### config.mk
export PLATFORM = sky130hd
export DESIGN_NAME = bitmap_slot_allocator
export DESIGN_NICKNAME = d
export VERILOG_FILES = /design/src/rtl/bsa_pkg.sv /design/src/rtl/bitmap_slot_allocator.sv /design/src/rtl/bsa_ram.sv
export SDC_FILE = /design/constraint.sdc
export NUM_CORES = 2
export LEC_CHECK = 0
export ABC_AREA = 0
export BUFFER_PORTS_ARGS = -buffer_cell sky130_fd_sc_hd__buf_4
export CAP_MARGIN = 20
export CORE_MARGIN = 1.5
export CORE_UTILIZATION = 68
export DETAILED_ROUTE_END_ITERATION = 6
export PLACE_DENSITY_LB_ADDON = 0.1
export SETUP_SLACK_MARGIN = 0.02
export SYNTH_ARGS = -nofsm -noshare
export SYNTH_HDL_FRONTEND = slang
export SYNTH_SLANG_ARGS = --single-unit
### constraint.sdc
create_clock -name i_clk -period 7.75 [get_ports i_clk]
set_clock_uncertainty 0.1 [all_clocks]
set_input_delay 0.3875 -clock i_clk [delete_from_list [all_inputs] [get_ports i_clk]]
set_output_delay 0.3875 -clock i_clk [all_outputs]
set_load 0.02 [all_outputs]
### src/rtl/bsa_pkg.sv
// Shared types, operation codes and the first-zero encoder for the
// bitmap slot allocator. No dependencies.
package bsa_pkg;

    localparam int WORD_W = 32;
    localparam int BIT_W  = 5;
    localparam int IDX_W  = 10;
    localparam int MODE_W = 2;

    typedef logic [WORD_W-1:0] t_word;
    typedef logic [MODE_W-1:0] t_mode;
    typedef logic [IDX_W-1:0]  t_index;

    localparam t_mode MODE_ALLOC     = 2'd0;
    localparam t_mode MODE_MARK_USED = 2'd1;
    localparam t_mode MODE_MARK_FREE = 2'd2;
    localparam t_mode MODE_QUERY     = 2'd3;

    // Position of the lowest clear bit; 0 when the word is all ones.
    function automatic logic [BIT_W-1:0] first_zero(input t_word w);
        logic [BIT_W-1:0] pos;
        pos = '0;
        for (int i = WORD_W - 1; i >= 0; i--) begin
            if (!w[i]) begin
                pos = BIT_W'(i);
            end
        end
        return pos;
    endfunction

endpackage

### src/rtl/bitmap_slot_allocator.sv
// Top level of the bitmap slot allocator: first-fit allocation over a
// two-level bitmap held in two instances of bsa_ram. Depends on bsa_pkg.
//
// Bitmap slot allocator. A request is taken at a clock edge where start is
// high and busy is low; every request gives exactly one result, shown on
// o_granted_index / o_flag for a single cycle with o_valid high, and the
// receiver must take it then (there is no back-pressure). Allocate passes
// through the states S_ASUM and S_AWORD, a mark through S_MARK and a query
// through S_QUERY; the result is registered as the last of them is left.
// Allocate on a full map and marks or queries beyond the slot count are
// answered straight from the idle state and change nothing. busy is low in
// the cycle that shows the result. Allocate and the marks each do a
// read-modify-write through the memories: allocate reads a summary word (one
// flag per full bitmap word), then the bitmap word it points at, then writes
// both back; a small register of per-summary-word full flags picks the
// summary word. After reset the memories are cleared with busy high.
// Slot 0 is never granted, and bits past SLOT_COUNT count as used.
module bitmap_slot_allocator import bsa_pkg::*; #(
    parameter int SLOT_COUNT = 1024
) (
    input  logic   i_clk,
    input  logic   i_rst_n,
    input  logic   start,
    input  t_mode  i_mode,
    input  t_index i_slot_index,
    output logic   busy,
    output logic   o_valid,
    output t_index o_granted_index,
    output logic   o_flag
);

    // Geometry: bitmap words, summary words, and their address widths.
    localparam int NW   = (SLOT_COUNT + WORD_W - 1) / WORD_W;
    localparam int NS   = (NW + WORD_W - 1) / WORD_W;
    localparam int WAW  = (NW > 1) ? $clog2(NW) : 1;
    localparam int SAW  = (NS > 1) ? $clog2(NS) : 1;
    localparam int WDW  = SAW + BIT_W;
    localparam int XW   = WDW + BIT_W;
    localparam int DREM = SLOT_COUNT % WORD_W;
    localparam int SREM = NW % WORD_W;

    // Bits past the end of the last word read as used / full.
    localparam t_word DPAD = (DREM == 0) ? '0 : ~t_word'((64'd1 << DREM) - 64'd1);
    localparam t_word SPAD = (SREM == 0) ? '0 : ~t_word'((64'd1 << SREM) - 64'd1);
    localparam logic [WDW-1:0] LAST_W = WDW'(NW - 1);
    localparam logic [SAW-1:0] LAST_S = SAW'(NS - 1);
    localparam logic [WAW-1:0] LAST_C = WAW'(NW - 1);

    localparam logic [2:0] S_IDLE  = 3'd0;
    localparam logic [2:0] S_CLEAR = 3'd1;
    localparam logic [2:0] S_ASUM  = 3'd2;
    localparam logic [2:0] S_AWORD = 3'd3;
    localparam logic [2:0] S_MARK  = 3'd4;
    localparam logic [2:0] S_QUERY = 3'd5;

    logic [2:0]     r_state, n_state;
    logic [WAW-1:0] r_clr_cnt, n_clr_cnt;
    logic [NS-1:0]  r_top, n_top;
    logic [WDW-1:0] r_word, n_word;
    logic [BIT_W-1:0] r_bit, n_bit;
    t_word          r_sum, n_sum;
    logic           r_set, n_set;
    logic           r_valid, n_valid;
    t_index         r_granted, n_granted;
    logic           r_flag, n_flag;

    // Memory ports.
    logic           data_we, sum_we;
    logic [WAW-1:0] data_waddr, data_raddr;
    logic [SAW-1:0] sum_waddr, sum_raddr;
    t_word          data_wdata, data_rdata, sum_wdata, sum_rdata;

    // Datapath.
    logic [XW-1:0]    idx_ext;
    logic             in_range;
    logic [SAW-1:0]   top_free;
    logic             top_full;
    logic [SAW-1:0]   cur_sa;
    logic [BIT_W-1:0] cur_sbit;
    t_word            sum_raw, sum_eff, data_eff, new_data, new_sum;
    logic [BIT_W-1:0] sum_fz, data_fz;
    logic             new_full, sum_full_new;

    function automatic t_word data_pad(input logic [WDW-1:0] w);
        t_word p;
        p = (w == LAST_W) ? DPAD : '0;
        if (w == '0) begin
            p[0] = 1'b1;    // slot 0 is never handed out
        end
        return p;
    endfunction

    function automatic t_word sum_pad(input logic [SAW-1:0] s);
        return (s == LAST_S) ? SPAD : '0;
    endfunction

    bsa_ram #(.WIDTH(WORD_W), .DEPTH(NW)) u_data_ram (
        .i_clk   (i_clk),
        .i_we    (data_we),
        .i_waddr (data_waddr),
        .i_wdata (data_wdata),
        .i_raddr (data_raddr),
        .o_rdata (data_rdata)
    );

    bsa_ram #(.WIDTH(WORD_W), .DEPTH(NS)) u_sum_ram (
        .i_clk   (i_clk),
        .i_we    (sum_we),
        .i_waddr (sum_waddr),
        .i_wdata (sum_wdata),
        .i_raddr (sum_raddr),
        .o_rdata (sum_rdata)
    );

    // Lowest summary word that still has a free bitmap word.
    always_comb begin
        top_free = '0;
        for (int i = NS - 1; i >= 0; i--) begin
            if (!r_top[i]) begin
                top_free = SAW'(i);
            end
        end
    end

    assign top_full = &r_top;
    assign idx_ext  = XW'(i_slot_index);
    assign in_range = ({1'b0, idx_ext} < (XW + 1)'(SLOT_COUNT));
    assign cur_sa   = r_word[WDW-1:BIT_W];
    assign cur_sbit = r_word[BIT_W-1:0];

    // Summary word: registered copy on the allocate write-back, fresh read otherwise.
    assign sum_raw  = (r_state == S_AWORD) ? r_sum : sum_rdata;
    assign sum_eff  = sum_rdata | sum_pad(cur_sa);
    assign sum_fz   = first_zero(sum_eff);
    assign data_eff = data_rdata | data_pad(r_word);
    assign data_fz  = first_zero(data_eff);

    always_comb begin
        if (r_state == S_AWORD) begin
            new_data = data_rdata | (t_word'(1) << data_fz);
        end else if (r_set) begin
            new_data = data_rdata | (t_word'(1) << r_bit);
        end else begin
            new_data = data_rdata & ~(t_word'(1) << r_bit);
        end
        new_full     = &(new_data | data_pad(r_word));
        new_sum      = (sum_raw & ~(t_word'(1) << cur_sbit))
                     | (t_word'(new_full) << cur_sbit);
        sum_full_new = &(new_sum | sum_pad(cur_sa));
    end

    // Memory addressing and write-back.
    always_comb begin
        data_raddr = (r_state == S_ASUM) ? WAW'({cur_sa, sum_fz}) : WAW'(idx_ext[XW-1:BIT_W]);
        sum_raddr  = (i_mode == MODE_ALLOC) ? top_free : idx_ext[XW-1:2*BIT_W];
        if (r_state == S_CLEAR) begin
            data_we    = 1'b1;
            data_waddr = r_clr_cnt;
            data_wdata = (r_clr_cnt == '0) ? t_word'(1) : '0;
            sum_we     = ({1'b0, r_clr_cnt} < (WAW + 1)'(NS));
            sum_waddr  = SAW'(r_clr_cnt);
            sum_wdata  = '0;
        end else begin
            data_we    = (r_state == S_AWORD) || (r_state == S_MARK);
            data_waddr = WAW'(r_word);
            data_wdata = new_data;
            sum_we     = data_we;
            sum_waddr  = cur_sa;
            sum_wdata  = new_sum;
        end
    end

    // Request sequencing.
    always_comb begin
        n_state   = r_state;
        n_clr_cnt = r_clr_cnt;
        n_top     = r_top;
        n_word    = r_word;
        n_bit     = r_bit;
        n_sum     = r_sum;
        n_set     = r_set;
        n_valid   = 1'b0;
        n_granted = r_granted;
        n_flag    = r_flag;
        unique case (r_state)
            S_IDLE: begin
                if (start) begin
                    n_word = idx_ext[XW-1:BIT_W];
                    n_bit  = idx_ext[BIT_W-1:0];
                    n_set  = (i_mode == MODE_MARK_USED);
                    unique case (i_mode)
                        MODE_ALLOC: begin
                            if (top_full) begin
                                // Full map: answer at once, change nothing.
                                n_valid   = 1'b1;
                                n_granted = '0;
                                n_flag    = 1'b0;
                            end else begin
                                n_word  = {top_free, {BIT_W{1'b0}}};
                                n_state = S_ASUM;
                            end
                        end
                        MODE_MARK_USED, MODE_MARK_FREE: begin
                            if (in_range) begin
                                n_state = S_MARK;
                            end else begin
                                n_valid   = 1'b1;
                                n_granted = '0;
                                n_flag    = 1'b1;
                            end
                        end
                        default: begin
                            if (in_range) begin
                                n_state = S_QUERY;
                            end else begin
                                n_valid   = 1'b1;
                                n_granted = '0;
                                n_flag    = 1'b0;
                            end
                        end
                    endcase
                end
            end
            S_CLEAR: begin
                n_clr_cnt = r_clr_cnt + 1'b1;
                if (r_clr_cnt == LAST_C) begin
                    n_state = S_IDLE;
                end
            end
            S_ASUM: begin
                // Pick the bitmap word and hold the summary word for write-back.
                n_word  = {cur_sa, sum_fz};
                n_sum   = sum_rdata;
                n_state = S_AWORD;
            end
            S_AWORD: begin
                n_top[cur_sa] = sum_full_new;
                n_valid   = 1'b1;
                n_granted = IDX_W'({r_word, data_fz});
                n_flag    = 1'b1;
                n_state   = S_IDLE;
            end
            S_MARK: begin
                n_top[cur_sa] = sum_full_new;
                n_valid   = 1'b1;
                n_granted = '0;
                n_flag    = 1'b1;
                n_state   = S_IDLE;
            end
            S_QUERY: begin
                n_valid   = 1'b1;
                n_granted = '0;
                n_flag    = ~data_rdata[r_bit];
                n_state   = S_IDLE;
            end
            default: begin
                n_state = S_IDLE;
            end
        endcase
    end

    always_ff @(posedge i_clk) begin
        if (!i_rst_n) begin
            r_state   <= S_CLEAR;
            r_clr_cnt <= '0;
            r_top     <= '0;
            r_valid   <= 1'b0;
        end else begin
            r_state   <= n_state;
            r_clr_cnt <= n_clr_cnt;
            r_top     <= n_top;
            r_valid   <= n_valid;
        end
    end

    always_ff @(posedge i_clk) begin
        r_word    <= n_word;
        r_bit     <= n_bit;
        r_sum     <= n_sum;
        r_set     <= n_set;
        r_granted <= n_granted;
        r_flag    <= n_flag;
    end

    assign busy            = (r_state != S_IDLE);
    assign o_valid         = r_valid;
    assign o_granted_index = r_granted;
    assign o_flag          = r_flag;

`ifndef SYNTH
    // A summary word picked by the top flags must have a free bitmap word.
    a_sum_has_free: assert property (@(posedge i_clk) disable iff (!i_rst_n)
        (r_state == S_ASUM) |-> !(&sum_eff))
        else $error("summary word chosen for allocate is full");

    // The bitmap word picked through the summary must have a free slot.
    a_word_has_free: assert property (@(posedge i_clk) disable iff (!i_rst_n)
        (r_state == S_AWORD) |-> !(&data_eff))
        else $error("bitmap word chosen for allocate is full");

    // Allocate on a full map answers next cycle with no grant.
    a_full_answer: assert property (@(posedge i_clk) disable iff (!i_rst_n)
        (start && !busy && (i_mode == MODE_ALLOC) && top_full)
        |=> (o_valid && !o_flag && (o_granted_index == '0)))
        else $error("allocate on full map answered wrongly");

    // No result leaves the block while the bitmap is being cleared.
    a_quiet_clear: assert property (@(posedge i_clk) disable iff (!i_rst_n)
        (r_state == S_CLEAR) |-> !o_valid)
        else $error("result during clearing pass");
`endif

endmodule

### src/rtl/bsa_ram.sv
// Generic single-write, single-read RAM with registered read data.
// No dependencies.
module bsa_ram #(
    parameter int WIDTH = 32,
    parameter int DEPTH = 64,
    localparam int AW = (DEPTH > 1) ? $clog2(DEPTH) : 1
) (
    input  logic             i_clk,
    input  logic             i_we,
    input  logic [AW-1:0]    i_waddr,
    input  logic [WIDTH-1:0] i_wdata,
    input  logic [AW-1:0]    i_raddr,
    output logic [WIDTH-1:0] o_rdata
);

    logic [WIDTH-1:0] r_mem [DEPTH];
    logic [WIDTH-1:0] r_rdata;

    always_ff @(posedge i_clk) begin
        if (i_we) begin
            r_mem[i_waddr] <= i_wdata;
        end
        r_rdata <= r_mem[i_raddr];
    end

    assign o_rdata = r_rdata;

endmodule
==> impl_results.md <==
* Status: finished, violations left
* Failing checks: design-rule violations
* CTS resizes at 0
* Max_cap viols at 0
* NumNets Final at ~3600
* Worst hold path type: input pin to flop
* Placer congestion estimate at between 0.9 and 1
* Mapped Avg Cell Area at about 14 µm²
* Worst path slowest cell: nand2b_2
* Gr usage total at approximately two fifths
* Final WL at around 140000 µm
* Pin count of the biggest net entering global routing at about 140
* Worst path required time at a little over 8000 ps
* Max-slew violations at 0
* Multi-input logic area at about 13000 µm²
* Routed wire per std cell at between 30 and 40 µm
* Vias in the first global route at roughly 31000
* VDD IR max at between 0.2 and 0.25 mV
* Relative slew slack at between 20% and 30%
* Die W at 268.6 µm
* Detail Route Antenna Nets at 0
* Fmax at ~0.17 GHz
* Leakage at approximately 18 nW
* Sink Count at between 1000 and 1500
* Vias at 32180
* Slew @ Worst Pin at approximately 1200 ps
* Port buffer count at 27
* Ys Warns at 0
* Sequential cell area at about 35000 µm²
* Ys flop type: edfxtp_1
* # fillers at 4006
* CP arrival at roughly 6300 ps
* Die footprint at a little over 70000 µm²
* Design Area, Final at between 50000 and 60000 µm²
* CTS root buf: clkbuf_16
* Grt ovf at 0
* Worst-Skew Late Latency at roughly 700 ps
* Area after DPL at 49820 µm²
* I/O pin cnt at 28
* Post-synthesis cell type count at 72
* Core Region at 69910 µm²
* Post-synthesis register bit count at about 1200
* Die H at around 270 µm
* CTS tree: built
* Post-Syn Area at around 48000 µm²
* Final hold vios at 0
* Worst-path clk slew at 60 ps
* Number of enable flip-flop cells after synthesis at between 1000 and 1500
* First-pass GRT wire length at ~200000 µm
* Vias/cell at between 7 and 8
* Final Critical Period at around 5900 ps
* Hpwl dp at between 70000 and 80000 µm
* Seq/Total Area, Yosys at 72.60%
* R2R setup slack at around 1900 ps
* Initial Util at between 60% and 70%
* Mapped Cells at ~3500
* Worst Path Max Fanout at 35
* DR pass1 iterations at 7
* Worst setup EP type: flop
* Post-synthesis net count at 3508
* RSZ-0062 raised after global routing: false
* Share of layout cells above drive strength 1 at 10.98%
* Cells along the critical path: nand2_1 > inv_2 > and3_1 > and3_1 > nand3_1 > nand3_1 > nand2b_2 > nand2b_2 > a21oi_1 > nor3_1 > a22oi_1
* Initial antenna violation count at 1
* Total CTS buffers at roughly 110
* Drc violations at 11
* Setup CP Type: flop to flop
* Core Rows at between 90 and 100
* Htree depth at 3
* Setup TNS at 0 ps
* Hold WS at around 62 ps
* P&R area growth vs syn at 12.21%
* Async SR Flop Fraction at 0%
* Setup violators final at 0
* Cell area power density at between 200 and 250 nW/µm²
* Post-CTS setup buffer count at 0
* Crit path largest cell delay at approximately 1000 ps
* Clk buf depth at 3
* Crit share post-route at between 70 and 80%
* Startpoint Class: flop
* Hold buffers post-CTS at 8
* DRT iter0 DRCs at 4883
==> synth_stat cells, types with 10 or more instances <==
cell      number  share of area (%)
buf_2         29               0.30
inv_1         28               0.22
clkbuf_1     151                1.2
nor4_1        73               0.95
a311o_1       32               0.67
and3_1        37               0.48
nand2b_1      13               0.17
nand3_1       35               0.37
a211oi_1      38               0.59
o31ai_1       20               0.31
o22ai_1      108                1.4
buf_1         24               0.19
edfxtp_1    1110                 70
dfxtp_1       74                3.1
o21ai_0       63               0.66
nand2_1      656                5.1
nand3b_1      10               0.16
nor2b_1       43               0.56
nand4_1       24               0.31
a31oi_1       30               0.39
a22oi_1       34               0.53
and2_1        19               0.25
a21oi_1      212                2.2
a311oi_1      35               0.64
nor2_1       145                1.1
mux2i_1      233                4.9
a221o_1       32               0.67
mux4_2        10               0.47
nor3_1        57               0.59
==> flip-flops by register name, indices dropped and copies added (netlist names) <==
signal              count
o_valid                 1
u_sum_ram.o_rdata      32
r_sum                  32
r_clr_cnt               5
u_data_ram.r_mem     1024
o_flag                  1
u_data_ram.o_rdata     32
o_granted_index        10
r_bit                   5
r_set                   1
r_state                 3
r_top                   1
r_word                  5
u_sum_ram.r_mem        32
==> worst max-delay path, delay by kind of cell, from the launching register on <==
family | cells | cell delay, ps
buf+inv | 1 | 760
flops | 1 | 920
compound gates | 2 | 260
simple gates | 8 | 3670
==> placed cells by master, fill, tap and decap left out, types with 11 or more instances in the layout <==
master     count
edfxtp_1    1110
nand2_1      654
mux2i_1      233
a21oi_1      202
buf_4        119
clkbuf_16    114
o22ai_1      106
nor2_1       103
dfxtp_1       74
nor4_1        73
o21ai_0       61
nor3_1        55
nor2b_1       42
a211oi_1      38
and3_1        37
a311oi_1      35
a22oi_1       34
nand3_1       33
nor2_4        33
a311o_1       32
a221o_1       32
a31oi_1       30
inv_1         28
clkbuf_1      26
nand4_1       24
o31ai_1       19
and2_1        18
clkinv_2      16
clkinv_1      15
clkbuf_8      13
nand2b_1      11
==> worst paths after layout <==
| check | startpoint | end | cells past startpoint |
|---|---|---|---|
| max | r_state[1] | u_data_ram.o_rdata[30] | 11 |
| min reg2reg | u_sum_ram.r_mem[0][0] | u_sum_ram.o_rdata[0] | 0 |
| min | i_mode[1] | r_set | 3 |
| max reg2reg | r_state[1] | u_data_ram.o_rdata[30] | 11 |
==> metrics by stage <==
stage	total power [W]	util, %	instances	setup WS, ps
finish	0.01335	76.97	4574	1853
global placement	0.007935	71.17	4345	2519
floorplan	0.007662	-	3486	4000
detailed placement	0.007953	71.27	4348	2201
global route	0.01363	76.97	4573	1737
CTS	0.01332	76.71	4562	2130
==> routing by layer <==
metal / wire, µm / global-route usage (%)
met5: 0 / 0
met2: 63820 / 58.96
met4: 6431 / 17.89
met3: 18610 / 8.758
met1: 49960 / 53.32
==> logic make-up (layout without fill, tap and decap cells) <==
group / Yosys count / count (layout) / synth area share (%)
compound gates: 668 / 668 / 9.192
xor+xnor: 2 / 2 / 0.03654
fa+ha+maj: 7 / 7 / 0.1826
buf+inv: 233 / 380 / 1.899
flops: 1184 / 1184 / 72.60
mux: 243 / 243 / 5.333
other cells: 0 / 1 / 0
simple gates: 1149 / 1149 / 10.76
==> report_power, final <==
| group | internal [W] | total [W] | switching, W |
|---|---|---|---|
| clock network | 0.00315 | 0.00549 | 0.00235 |
| logic | 0.000217 | 0.000701 | 0.000484 |
| registers | 0.00704 | 0.00716 | 0.000116 |
| total | 0.0104 | 0.0134 | 0.00295 |
==> layout make-up <==
| class | count | area share [%] |
|---|---|---|
| clock inverter | 54 | 1.149 |
| inverter | 29 | 0.2023 |
| multi-input combinational | 2069 | 23.57 |
| clock buffer | 152 | 5.769 |
| antenna | 1 | 0.004651 |
| timing repair buffer | 145 | 2.423 |
| tap | 940 | 2.186 |
| sequential | 1184 | 64.70 |
Power figures use the tool's default switching activity.
